$ cat src/rtl/pcrb_pkg.sv
`default_nettype none

package pcrb_pkg;

  localparam int GpioPadsDef  = 30;
  localparam int FlashPadsDef = 6;

  localparam logic [11:0] OffSel       = 12'h000;
  localparam logic [11:0] OffClock     = 12'h07c;
  localparam logic [11:0] OffData      = 12'h080;
  localparam logic [11:0] OffGpioLast  = 12'h078;
  localparam logic [11:0] OffFlashLast = 12'h018;

  localparam logic [7:0] RstPad      = 8'h56;
  localparam logic [7:0] RstClkData  = 8'h5a;
  localparam logic [7:0] RstFlashMid = 8'h52;
  localparam logic [7:0] RstFlashEnd = 8'h5a;

  typedef enum logic [1:0] {
    ALIAS_PLAIN = 2'd0,
    ALIAS_XOR   = 2'd1,
    ALIAS_SET   = 2'd2,
    ALIAS_CLR   = 2'd3
  } alias_t;

  typedef struct packed {
    logic        mode;
    logic        bank;
    logic [11:0] offset;
    logic [1:0]  alias_req;
    logic [31:0] write_data;
  } in_word_t;

  typedef struct packed {
    logic [7:0] read_data;
    logic       unmapped;
  } out_word_t;

  function automatic logic [7:0] combine(input logic [7:0] prev, input logic [7:0] data,
                                         input logic [1:0] code);
    logic [7:0] res;
    res = data;
    case (alias_t'(code))
      ALIAS_XOR: res = prev ^ data;
      ALIAS_SET: res = prev | data;
      ALIAS_CLR: res = prev & ~data;
      default:   res = data;
    endcase
    return res;
  endfunction

endpackage

`default_nettype wire

$ cat src/rtl/pad_control_register_banks_top.sv
`default_nettype none

// Two pad-control register banks (gpio and flash interface) reached through one word
// channel. Each input word is a read or a write of one register; writes may use the xor,
// set or clear alias to modify the old value. Exactly one result word comes back per input
// word, in order: the stored value on a mapped read, zero on a write, plus an unmapped flag.
// One word is taken every cycle while the output moves; a taken word passes through the input
// register, then the result register, which is loaded as the single read-modify-write is
// done. With the output stalled, the input stalls once both registers are full.
module pad_control_register_banks_top #(
  parameter int GPIO_PADS  = pcrb_pkg::GpioPadsDef,
  parameter int FLASH_PADS = pcrb_pkg::FlashPadsDef
) (
  input  wire                 clk,
  input  wire                 rst_n,
  input  wire                 in_valid,
  output logic                in_stall,
  input  pcrb_pkg::in_word_t  in_data,
  output logic                out_valid,
  input  wire                 out_stall,
  output pcrb_pkg::out_word_t out_data
);
  import pcrb_pkg::*;

  localparam int GW = (GPIO_PADS > 1) ? $clog2(GPIO_PADS) : 1;
  localparam int FW = (FLASH_PADS > 1) ? $clog2(FLASH_PADS) : 1;

  logic      s1_vld_r;
  in_word_t  s1_r;
  logic      out_vld_r;
  out_word_t out_r;

  logic       gpio_sel_r;
  logic       flash_sel_r;
  logic [7:0] clk_pad_r;
  logic [7:0] data_pad_r;
  logic [7:0] gpio_pad_r  [GPIO_PADS];
  logic [7:0] flash_pad_r [FLASH_PADS];

  logic       out_free;
  logic       s1_adv;
  logic       in_acc;

  assign out_free = !out_vld_r || !out_stall;
  assign s1_adv   = s1_vld_r && out_free;
  assign in_stall = s1_vld_r && !out_free;
  assign in_acc   = in_valid && !in_stall;

  // address decode
  logic [9:0]    widx;
  logic [GW-1:0] g_idx;
  logic [FW-1:0] f_idx;
  logic          aligned;
  logic          hit_sel, hit_clk, hit_data, hit_gpio, hit_flash, mapped;
  logic          wr;
  logic [7:0]    cur;
  logic [7:0]    upd;

  always_comb begin
    widx      = s1_r.offset[11:2] - 10'd1;
    g_idx     = widx[GW-1:0];
    f_idx     = widx[FW-1:0];
    aligned   = (s1_r.offset[1:0] == 2'b00) && (s1_r.offset != OffSel);
    hit_sel   = (s1_r.offset == OffSel);
    hit_clk   = !s1_r.bank && (s1_r.offset == OffClock);
    hit_data  = !s1_r.bank && (s1_r.offset == OffData);
    hit_gpio  = !s1_r.bank && aligned && (s1_r.offset <= OffGpioLast)
                && (widx < 10'(GPIO_PADS));
    hit_flash = s1_r.bank && aligned && (s1_r.offset <= OffFlashLast)
                && (widx < 10'(FLASH_PADS));
    mapped    = hit_sel || hit_clk || hit_data || hit_gpio || hit_flash;
    wr        = s1_adv && s1_r.mode && mapped;

    cur = 8'h00;
    if (hit_sel)        cur = {7'd0, s1_r.bank ? flash_sel_r : gpio_sel_r};
    else if (hit_clk)   cur = clk_pad_r;
    else if (hit_data)  cur = data_pad_r;
    else if (hit_gpio)  cur = gpio_pad_r[g_idx];
    else if (hit_flash) cur = flash_pad_r[f_idx];

    upd = combine(cur, s1_r.write_data[7:0], s1_r.alias_req);
  end

  // pipeline control
  always_ff @(posedge clk) begin
    if (!rst_n) begin
      s1_vld_r  <= 1'b0;
      out_vld_r <= 1'b0;
    end else begin
      if (in_acc)        s1_vld_r <= 1'b1;
      else if (s1_adv)   s1_vld_r <= 1'b0;
      if (s1_adv)        out_vld_r <= 1'b1;
      else if (out_free) out_vld_r <= 1'b0;
    end
  end

  always_ff @(posedge clk) begin
    if (in_acc) s1_r <= in_data;
    if (s1_adv) begin
      out_r.read_data <= (s1_r.mode || !mapped) ? 8'h00 : cur;
      out_r.unmapped  <= !mapped;
    end
  end

  // register banks
  always_ff @(posedge clk) begin
    if (!rst_n) begin
      gpio_sel_r  <= 1'b0;
      flash_sel_r <= 1'b0;
      clk_pad_r   <= RstClkData;
      data_pad_r  <= RstClkData;
      for (int i = 0; i < GPIO_PADS; i++) gpio_pad_r[i] <= RstPad;
      for (int i = 0; i < FLASH_PADS; i++) begin
        if (i == 0)                   flash_pad_r[i] <= RstPad;
        else if (i == FLASH_PADS - 1) flash_pad_r[i] <= RstFlashEnd;
        else                          flash_pad_r[i] <= RstFlashMid;
      end
    end else if (wr) begin
      if (hit_sel && !s1_r.bank) gpio_sel_r  <= upd[0];
      if (hit_sel && s1_r.bank)  flash_sel_r <= upd[0];
      if (hit_clk)               clk_pad_r   <= upd;
      if (hit_data)              data_pad_r  <= upd;
      if (hit_gpio)              gpio_pad_r[g_idx]  <= upd;
      if (hit_flash)             flash_pad_r[f_idx] <= upd;
    end
  end

  assign out_valid = out_vld_r;
  assign out_data  = out_r;

  a_unmapped_zero: assert property (@(posedge clk) disable iff (!rst_n)
    out_vld_r && out_r.unmapped |-> out_r.read_data == 8'h00)
    else $error("unmapped result carries data");

  a_stall_only_full: assert property (@(posedge clk) disable iff (!rst_n)
    in_stall |-> s1_vld_r && out_vld_r && out_stall)
    else $error("input stalled with room in the pipeline");

  a_adv_to_out: assert property (@(posedge clk) disable iff (!rst_n)
    s1_adv |=> out_vld_r)
    else $error("advanced word lost before output");

endmodule

`default_nettype wire
$ cat config.mk
export PLATFORM = sky130hd
export DESIGN_NAME = pad_control_register_banks_top
export DESIGN_NICKNAME = d
export VERILOG_FILES = /design/src/rtl/pcrb_pkg.sv /design/src/rtl/pad_control_register_banks_top.sv
export SDC_FILE = /design/constraint.sdc
export NUM_CORES = 1
export LEC_CHECK = 0
export BUFFER_PORTS_ARGS = -buffer_cell sky130_fd_sc_hd__buf_2
export CORE_ASPECT_RATIO = 0.75
export CORE_MARGIN = 4
export CORE_UTILIZATION = 30
export DETAILED_ROUTE_END_ITERATION = 6
export PLACE_DENSITY = 0.44
export SLEW_MARGIN = 40
export SYNTH_ARGS = -nofsm -noshare
export SYNTH_HDL_FRONTEND = slang
export SYNTH_SLANG_ARGS = --single-unit
$ cat constraint.sdc
create_clock -name clk -period 10.62 [get_ports clk]
set_input_delay 2.124 -clock clk [delete_from_list [all_inputs] [get_ports clk]]
set_output_delay 2.124 -clock clk [all_outputs]
set_load 0.005 [all_outputs]
### Word level (Yosys, flattened, before mapping)

Memory sizes are Yosys's and may differ from the RTL's.
Cells that the tools add are included.

| storage, ports and cells | value |
|---|---|
| bits in registers | 53 |
| latch bits | 0 |
| bits in writable memories | 288 |
| ROM bits | 0 |
| bits of input ports | 52 |
| output and inout port bits | 11 |
| word-level logic and storage cells | 94 |
| memories | 2 |

Memory list:

| name | words | bits a word | read ports | clocked after memory_dff | wr ports | RTL line | RTL |
|---|---|---|---|---|---|---|---|
| gpio_pad_r | 30 | 8 | 1 | 0 | 30 | pad_control_register_banks_top.sv:37 | `logic [7:0] gpio_pad_r [GPIO_PADS];` |
| flash_pad_r | 6 | 8 | 1 | 0 | 6 | pad_control_register_banks_top.sv:38 | `logic [7:0] flash_pad_r [FLASH_PADS];` |

| cells by class | value |
|---|---|
| add/subtract/negate cells | 1 |
| $mul | 0 |
| divide/modulo/power cells | 0 |
| order comparisons | 4 |
| eq/ne operators | 5 |
| shift operators | 0 |
| multiplexer cells | 26 |
| bitwise operators | 4 |
| reductions and logical operators | 39 |

Operator list:

| operator | number |
|---|---|
| $mux 8 | 7 |
| $pmux 8 s3 | 1 |
| $logic_and 1x1->1 | 16 |
| $mux 1 | 16 |
| $reduce_or 8->1 | 2 |
| $eq 12x7->1 const B | 1 |
| $eq 12x8->1 const B | 1 |
| $le 12x5->1 const B | 1 |
| $le 12x7->1 const B | 1 |
| $logic_not 12->1 | 1 |
| $reduce_bool 12->1 | 1 |
| $lt 10x3->1 const B | 1 |
| $lt 10x5->1 const B | 1 |
| $sub 10x1->10 const B | 1 |
| $and 8x8->8 | 1 |
| $not 8->8 | 1 |
| $or 8x8->8 | 1 |
| $reduce_and 2->1 | 4 |
| $xor 8x8->8 | 1 |
| $logic_not 1->1 | 6 |
| $logic_or 1x1->1 | 6 |
| $mux 5 | 1 |
| $eq 2x2->1 const B | 2 |
| $reduce_bool 2->1 | 2 |
| 3 further kinds | 3 |

### Logic depth before layout (Yosys ltp)

Gate-level depths: netlist (run 1).

| depth | value |
|---|---|
| word-level depth | 13 |
| mapped depth | 23 |
| depth with buffers taken out | 16 |

### Least setup slack after synthesis (run 1)

OpenSTA, ideal clock, no wires.

| path | value |
|---|---|
| kind | flip-flop to flip-flop |
| start | register s1_r[36] in the netlist's numbering |
| end | memory flash_pad_r[5][6] (data pin) |
| library setup time | 278 ps |
| arrival time | 4798 ps |
| slack | 5545 ps |
| cell stages (with the launch flop) | 22 |
| path buffers | 10 |
| cells stage by stage | edfxtp_1 buf_2 buf_2 buf_4 buf_2 inv_1 ha_1 clkbuf_1 buf_2 buf_1 clkbuf_1 mux4_2 o221ai_1 o21ai_1 o211ai_1 ha_1 nand2_1 o21ai_0 o21ai_0 clkbuf_1 clkbuf_1 nand2_1 |

RTL lines:

| what | RTL line | RTL |
|---|---|---|
| from (decl) | pad_control_register_banks_top.sv:29 | `in_word_t s1_r;` |
| from (signal assigned) | pad_control_register_banks_top.sv:98 | `if (in_acc) s1_r <= in_data;` |
| to (decl) | pad_control_register_banks_top.sv:38 |  |

==> flow_summary.toml, run 1 <==
[outcome]
outcome = "finished clean"

[setup_path]
crit_required_ns = 10.86
crit_chain = "buf_4 > inv_1 > ha_4 > buf_4 > mux4_2 > a21oi_1 > nor4b_1 > nor4b_1 > o22a_1 > inv_1 > ha_1 > nand2_1 > o21ai_0 > o21ai_4 > buf_4 > nand2_1"
r2r_cells = 16
slowest_delay_ns = 0.83
end_kind = "register"
cp_max_fo = 54
cpMostUsedCell = "buf_4"
cpLargestDelayFamily = "buffers and inverters"
cp_slowest_cell = "nor4b_1"
worst_setup_path_start_kind = "register"
arrival_ns = 6.33
worst-r2r-setup-slack_ns = 4.54
reg2reg_to = "flash_pad_r[5][4]"
crit_buf_inv = 5
crit_type = "reg -> reg"
r2r-start = "s1_r[36]"

[synthesis]
yosysUniqueCellTypes = 64
synth-async-reset-ratio_pct = 0
synth_warnings = 0
synthCells = 1301
yosys.area.top_type = "edfxtp_1"
ys_seq_elements = 373
avgSynthCellArea_sq_um = 13.1
synth_ff_type = "edfxtp_1"
synth_edf_count = 353
synth_area_sq_mm = 0.0170
synth_top_cell_area_share_pct = 62.2
yosysSeqAreaShare_pct = 64.5
synth_area_leaders = "edfxtp_1 (62%), mux4_2 (11%), nand2_1 (5.5%), nor2_1 (4.6%), dfxtp_1 (2.3%)"

[clocking]
cts_num_sinks = 373
postCtsSetupBuffers = 0
path_clk_slew_ns = 0.06
ctsHoldBuffers = 0
clk_latency_ns = 0.53
clockBufferDepth = 3
cts-root-buf = "clkbuf_16"
htreeDepth = 2
post_cts_resized = 0
numCtsBuffers = 38
cts_tree = "done"

[global_route]
grt-ovfl-total = 0
grt_pass1_wl_microns = 70700
grt_usage_pct = 15.4
grt_max_degree = 85
grt_pass1_vias = 10600
antenna_found_initial = 1

[route]
wirelength_microns = 47300
drc = 0
wl_met1_microns = 23400
postRouteAntennaNets = 0
vias = 10600
route.met3.wl_microns = 2740
drt_iter0_drc = 1014
top_layer_used = "met4"
wl_per_cell_microns = 22.8
viasPerCell = 5.10
drtPass1Iterations = 5
dr_wl_met2_microns = 20400

[power]
clkPwrFrac_pct = 41.2
combPwrFrac_pct = 7.8
seqPwrFrac_pct = 50.9
ir_worst_vdd_mv = 0.116
switching_share_pct = 23.2
leakagePower_uw = 0.00614
power_density_mw_per_mm2 = 169
p_int_uw = 2500
switchingPower_uw = 756

[timing]
rsz0062_at_grt = "no"
relSlewSlack_pct = 34.7
max_freq_mhz = 164
slew_violations = 0
setup_viol = 0
fin_worst_skew_ns = 0.0154
tns_ns = 0
tightest_slew_ns = 0.965
period_share_pct = 57.3
hold_violations = 0
layout_min_cycle_time_ns = 6.08

[final_layout]
syn2layout_area_growth_pct = 13.1
fin_nets = 1393
n_fill_cell = 5530
n_antenna_cell = 0
drive_gt1_share_pct = 16.3
instances_no_fill = 2078

[placed_design]
dpl.cell_count = 2009
hpwl_microns = 30900
gp_congestion = 0.819
port_buffers = 38

[hold_path]
whs_path_depth = 2
holdPathEnd = "clk_pad_r[1]"
hp-start = "clk_pad_r[1]"
min_path_type = "reg -> reg"

[floorplan]
io-pin-count = 63
die_w_microns = 283
start_util_pct = 30.4
rows = 75
core_area_sq_mm = 0.0561
fp.dieH_microns = 214
dieArea_sq_mm = 0.0607

[job]
max_cap_viol_count = 0
## logic make-up after synthesis
kind of cell	synth area share, %
flops	64.5
xor+xnor	0.147
buf+inv	3.08
other cells	0.0220
compound gates	4.79
mux	12.1
fa+ha+maj	1.61
simple gates	13.8
## state kept, by name, indices dropped and copies added, names as in the netlist
register and count:
gpio_sel_r 1, gpio_pad_r 256, s1_r 24, out_valid 1, flash_pad_r 64, clk_pad_r 8
s1_vld_r 1, flash_sel_r 1, data_pad_r 8, out_data 9
## power groups by stage
| stage | registers (uW) | clock network (uW) | logic (uW) |
|---|---|---|---|
| 2_1_floorplan | 1680 | 0 | 166 |
| 5_1_grt | 1660 | 1430 | 275 |
| 3_3_place_gp | 1690 | 0 | 255 |
| 6_report | 1660 | 1340 | 255 |
| 3_5_place_dp | 1690 | 0 | 258 |
| 4_1_cts | 1660 | 1370 | 258 |
## cell usage after synthesis, drive strengths merged, types with 3 or more instances
| cell | n |
|---|---|
| inv | 33 |
| nand4 | 4 |
| nor2 | 207 |
| nor3 | 12 |
| o21a | 3 |
| o221ai | 4 |
| clkbuf | 70 |
| ha | 22 |
| nor4 | 3 |
| nand2b | 8 |
| o22ai | 24 |
| o21ai | 26 |
| or2 | 3 |
| or3 | 14 |
| nand2 | 252 |
| o211ai | 11 |
| nor2b | 12 |
| o211a | 4 |
| edfxtp | 353 |
| a21oi | 16 |
| nor4b | 4 |
| a21boi | 4 |
| buf | 25 |
| nand3 | 11 |
| and3 | 12 |
| mux2i | 14 |
| and2 | 11 |
| o22a | 5 |
| dfxtp | 20 |
| mux4 | 84 |
## metal layers
layer  global-route usage [%]  vias to the layer above
met1                     24.1                     5470
met3                     2.78                       53
met5                        0                        -
met4                     2.80                        0
li1                         -                     4787
met2                     22.5                      289
## placed cells by master, fill, tap and decap left out, types with 14 or more instances in the layout
cell type / n
conb_1: 16
o22ai_1: 24
dfxtp_1: 20
nor2_1: 206
buf_4: 18
clkbuf_16: 41
mux4_2: 81
mux2i_1: 14
ha_1: 21
nand2_1: 252
inv_1: 33
buf_2: 38
or3_1: 14
o21ai_0: 17
clkbuf_1: 15
edfxtp_1: 353
a21oi_1: 15
## final cells by class
cell class | count | area [sq um] | area share [%]
Inverter | 33 | 124 | 0.642
Sequential cell | 373 | 11000 | 57.0
Clock inverter | 12 | 130 | 0.675
Clock buffer | 56 | 1080 | 5.61
Timing Repair Buffer | 58 | 357 | 1.85
Multi-Input combinational cell | 815 | 5680 | 29.4
Tap cell | 731 | 915 | 4.74
## worst max-delay path by stage
stage	startpoint	endpoint	slack (ns)	cells past startpoint
2_1_floorplan	s1_r[36]	flash_pad_r[5][6]	5.54	21
3_3_place_gp	s1_r[36]	flash_pad_r[7][4]	4.55	16
3_5_place_dp	s1_r[36]	flash_pad_r[7][4]	4.49	16
4_1_cts	s1_r[36]	flash_pad_r[5][4]	4.46	16
5_1_grt	s1_r[36]	flash_pad_r[5][4]	4.22	16
6_report	s1_r[36]	flash_pad_r[5][4]	4.54	16
## worst register-to-register path, delay by kind of cell, from the launching register on
kind | cells | cell delay, ns
adders and majority gates | 2 | 1.00
AOI/OAI and AO/OA | 4 | 0.61
buffers and inverters | 5 | 1.89
muxes | 1 | 0.46
and+or+nand+nor | 4 | 1.51
DFF | 1 | 0.33
## stage by stage
stage                     instance area, sq um  power, uW  hold WS (ns)  setup slack [ns]  util [%]
after floorplan                          17100       1850         0.454              5.54         -
after global placement                   18000       1950         0.468              4.55      32.1
after detailed placement                 18100       1950         0.473              4.49      32.2
after CTS                                19300       3290         0.487              4.46      34.3
after global routing                     19300       3370         0.505              4.22      34.4
final                                    19300       3260         0.485              4.54      34.4
No activity file was read; power rests on OpenSTA's default activity.
==> inputs of run 2 (changes only) <==
Settings changed: PLACE_DENSITY 0.44 to 0.45.
Clock period 10.62 ns to 5.4 ns, I/O delays scaled along.
==> flow_summary.toml, run 2 (same netlist as run 1, synthesis figures left out) <==
[outcome]
outcome = "finished clean"

[floorplan]
dieArea_sq_mm = 0.0607
rows = 75
io-pin-count = 63
fp.dieH_microns = 214
die_w_microns = 283
start_util_pct = 30.4
core_area_sq_mm = 0.0561

[global_route]
antenna_found_initial = 1
grt_max_degree = 58
grt_pass1_vias = 10800
grtUsageMet3_pct = 3.17
busiest_layer = "met1"
grt_pass1_wl_microns = 71200
grt_usage_pct = 15.6
grt-ovfl-total = 0
use_met2_pct = 22.4
met1_usage_pct = 24.4

[power]
ir_worst_vdd_mv = 0.186
leakagePower_uw = 0.00631
power_density_mw_per_mm2 = 333
total_power_uw = 6530

[route]
drc = 0
drtPass1Iterations = 5
wirelength_microns = 47700
wl_per_cell_microns = 22.7
drt_iter0_drc = 1054
vias = 10700
postRouteAntennaNets = 0
viasPerCell = 5.08

[clocking]
path_clk_slew_ns = 0.06
htreeDepth = 2
ctsHoldBuffers = 0
cts_num_sinks = 373
clk_latency_ns = 0.54
post_cts_resized = 0
postCtsSetupBuffers = 0
cts_tree = "done"
clockBufferDepth = 3
cts-root-buf = "clkbuf_16"
numCtsBuffers = 38

[timing]
fin_worst_skew_ns = 0.0108
hold_violations = 0
tns_ns = 0
relSlewSlack_pct = 39.3
slew_violations = 0
tightest_slew_ns = 0.908
rsz0062_at_grt = "no"
layout_min_cycle_time_ns = 4.77
setup_viol = 0
period_share_pct = 88.3
hold_slack_ns = 0.496
max_freq_mhz = 210

[final_layout]
layout_commonest_cell = "edfxtp_1"
n_antenna_cell = 0
fin_nets = 1416
ff_latch_area_sq_mm = 0.0110
multiInputGateArea_sq_mm = 0.00567
top_regs = "gpio_pad_r: 256 flops, flash_pad_r: 64 flops, s1_r: 24 flops"
n_fill_cell = 5530
layout_common_cells = "edfxtp_1 (353), nand2_1 (252), nor2_1 (206)"
syn2layout_area_growth_pct = 14.9
drive_gt1_share_pct = 18.1
largest-register = "gpio_pad_r"
largest_reg_flops = 256

[setup_path]
cpLargestDelayFamily = "compound AO/OA/AOI/OAI gates"
slowest_delay_ns = 0.50
worst-r2r-setup-slack_ns = 0.63
r2r-start = "s1_r[36]"
cp_max_fo = 38
cp_slowest_cell = "edfxtp_1"
arrival_ns = 5.20
crit_type = "reg -> reg"
crit_required_ns = 5.83
end_kind = "register"
crit_chain = "inv_1 > buf_4 > ha_1 > or3b_2 > a31oi_1 > o311a_1 > nor2b_1 > o221ai_1 > o21ai_1 > o21ai_0 > ha_1 > nand2_1 > o21ai_0 > o21ai_4 > buf_12 > inv_1 > mux2i_1 > nor2b_1"
r2r_cells = 18
crit_buf_inv = 4
worst_setup_path_start_kind = "register"
reg2reg_to = "data_pad_r[5]"

[hold_path]
holdPathEnd = "clk_pad_r[1]"
whs_path_depth = 2
hp-start = "clk_pad_r[1]"
min_path_type = "reg -> reg"

[placed_design]
port_buffers = 38
hpwl_microns = 32500
gp_congestion = 0.856

[job]
max_cap_viol_count = 0
[run 2: changes by cell type in the layout (fill, tap and decap cells not counted), moves of 3 or more]
cell and delta:
clkinv_1 +6, mux4_4 -3, clkinv_2 +3, buf_12 +6
mux4_2 +3, clkbuf_1 -12, buf_4 +16
[run 2: power breakdown]
| group | internal (uW) | switching [uW] |
|---|---|---|
| Clock | 1610 | 1110 |
| Combinational | 184 | 357 |
| Sequential | 3230 | 33.0 |
| Total | 5020 | 1500 |
[run 2: metal layers]
metal  vias to the layer above  part of all wire (%)
li1                       4834                     -
met3                        52                   7.5
met2                       329                    42
met1                      5460                    49
met4                         0                   1.5
met5                         -                     0
[run 2: layout make-up]
cell class / count / area share [%]
sequential: 373 / 56.2
multi-input combinational: 815 / 28.9
clock buffer: 44 / 5.29
tap: 731 / 4.67
timing repair buffer: 81 / 3.10
clock inverter: 24 / 1.21
inverter: 33 / 0.632
[run 2: stage by stage]
stage	utilization, %	setup slack [ns]	instance area (sq um)	std cells
floorplan	-	0.325	17100	1316
global placement	32.6	0.686	18300	2032
detailed placement	32.6	0.640	18300	2032
CTS	34.9	0.634	19600	2100
global route	34.9	0.288	19600	2101
finish	34.9	0.632	19600	2101
[run 2: worst register-to-register path: cells and delay by family (launching register included)]
kind,cells,cell delay (ns)
compound gates,7,1.87
simple gates,4,0.96
buf+inv,4,0.73
flops,1,0.50
fa+ha+maj,2,0.47
mux,1,0.14
[run 2: worst max-delay path by stage]
| stage | startpoint | to | slack, ns | cells past startpoint |
|---|---|---|---|---|
| after global routing | s1_r[36] | data_pad_r[5] | 0.29 | 18 |
| final | s1_r[36] | data_pad_r[5] | 0.63 | 18 |
| after floorplan | s1_r[36] | flash_pad_r[5][6] | 0.32 | 21 |
| after detailed placement | s1_r[36] | gpio_pad_r[18][1] | 0.64 | 13 |
| after global placement | s1_r[36] | gpio_pad_r[17][1] | 0.69 | 13 |
| after CTS | s1_r[36] | data_pad_r[5] | 0.63 | 18 |
==> inputs of run 3 (changes only) <==
==> constraint.sdc (replaced) <==
create_clock -name clk -period 5.4 [get_ports clk]
set_input_delay 0.81 -clock clk [delete_from_list [all_inputs] [get_ports clk]]
set_output_delay 0.81 -clock clk [all_outputs]
set_load 0.005 [all_outputs]
==> flow_summary.toml, run 3 (same netlist as run 1, synthesis figures left out) <==
[power]
switchingPower_uw = 1520
combPwrFrac_pct = 8.4
switching_share_pct = 23.6
ir_worst_vdd_mv = 0.193
clkPwrFrac_pct = 41.1
leakagePower_uw = 0.00628
power_density_mw_per_mm2 = 331
p_int_uw = 4940
seqPwrFrac_pct = 50.5

[floorplan]
core_area_sq_mm = 0.0561
die_w_microns = 283
dieArea_sq_mm = 0.0607
io-pin-count = 63
start_util_pct = 30.4
fp.dieH_microns = 214
rows = 75

[final_layout]
layout_commonest_cell = "edfxtp_1"
final_cell_area_sq_mm = 0.0195
largest-register = "gpio_pad_r"
fin_nets = 1415
n_antenna_cell = 0
utilization_pct = 34.8
top_regs = "gpio_pad_r: 256 flops, flash_pad_r: 64 flops, s1_r: 24 flops"
layout_common_cells = "edfxtp_1 (353), nand2_1 (252), nor2_1 (206)"
drive_gt1_share_pct = 18.0
instances_no_fill = 2098
largest_reg_flops = 256
syn2layout_area_growth_pct = 14.6

[clocking]
numCtsBuffers = 40
htreeDepth = 2
clockBufferDepth = 3
post_cts_resized = 0
postCtsSetupBuffers = 0
ctsHoldBuffers = 0
cts_num_sinks = 373
path_clk_slew_ns = 0.06
cts_tree = "done"
clk_latency_ns = 0.54
cts-root-buf = "clkbuf_16"

[route]
wirelength_microns = 47600
wl_met1_microns = 23400
dr_wl_met2_microns = 19900
drtPass1Iterations = 5
wl_per_cell_microns = 22.7
viasPerCell = 5.07
vias = 10600
top_layer_used = "met5"
drt_iter0_drc = 1126
route.met3.wl_microns = 3270
postRouteAntennaNets = 0
drc = 0

[global_route]
grt-ovfl-total = 0
grt_usage_pct = 15.5
grt_pass1_wl_microns = 70700
grt_pass1_vias = 10600
antenna_found_initial = 5
grt_max_degree = 67

[setup_path]
worst_setup_path_start_kind = "register"
end_kind = "register"
crit_type = "reg -> reg"
crit_required_ns = 5.82
cp_max_fo = 66
arrival_ns = 5.22
r2r_cells = 16

[timing]
relSlewSlack_pct = 45.6
period_share_pct = 88.9
slew_violations = 0
hold_violations = 0
rsz0062_at_grt = "no"
tns_ns = 0
max_freq_mhz = 208
fin_worst_skew_ns = 0.0240
tightest_slew_ns = 0.814
hold_slack_ns = 0.456
setup_viol = 0
layout_min_cycle_time_ns = 4.80

[placed_design]
gp_congestion = 0.846
hpwl_microns = 32400
dpl.cell_count = 2030
place_area_sq_mm = 0.0183
port_buffers = 38

[hold_path]
whs_path_depth = 1
min_path_type = "in -> reg"

[outcome]
outcome = "finished clean"

[job]
max_cap_viol_count = 0
run 3: changes by cell type in the layout (fill, tap and decap cells not counted), sizes merged:
cell,before,now
clkinv,19,16
clkbuf,44,46
inv,33,35
buf,81,78
clkinvlp,0,1
bufinv,5,3
run 3: layer usage:
| metal | track usage, % | vias to the layer above |
|---|---|---|
| met5 | 0 | - |
| met1 | 24.4 | 5441 |
| li1 | - | 4817 |
| met2 | 21.9 | 299 |
| met3 | 3.04 | 72 |
| met4 | 3.29 | 8 |
run 3: cell type report:
class / instances / area, sq um
clock buffer: 46 / 1040
clock inverter: 22 / 190
fill: 5498 / 36600
inverter: 33 / 124
multi-input combinational: 815 / 5660
sequential: 373 / 11000
tap: 731 / 915
timing repair buffer: 78 / 603
run 3: stage by stage:
stage / setup WS (ns) / power [uW]
final: 0.602 / 6470
after global placement: 0.709 / 3870
after CTS: 0.634 / 6530
after detailed placement: 0.662 / 3870
after global routing: 0.359 / 6700
after floorplan: 0.325 / 3630
run 3: power by group through the flow:
stage	Combinational, uW	Sequential (uW)	Clock, uW
floorplan	327	3300	0
global placement	544	3320	0
detailed placement	544	3330	0
CTS	546	3270	2720
global route	579	3270	2850
finish	542	3260	2660
run 3: critical path: stages, from the launching register on:
cell	delay, ns
edfxtp_1	0.48
buf_12	0.30
o21ai_0	0.46
a21boi_0	0.23
o21ai_2	0.50
o22ai_1	0.35
or3_1	0.45
o21ai_1	0.41
o21ai_0	0.18
ha_1	0.30
nand2_1	0.06
o21ai_0	0.15
o21ai_4	0.21
buf_12	0.27
inv_1	0.13
mux2i_1	0.14
nor2b_1	0.06
run 3: path summary, 6_finish.rpt:
check / start / to / slack, ns
worst min-delay path: in_data[3] / s1_r[3] / 0.46
worst max register to register: s1_r[36] / data_pad_r[5] / 0.60
worst min register to register: clk_pad_r[1] / clk_pad_r[1] / 0.49
worst max-delay path: s1_r[36] / data_pad_r[5] / 0.60
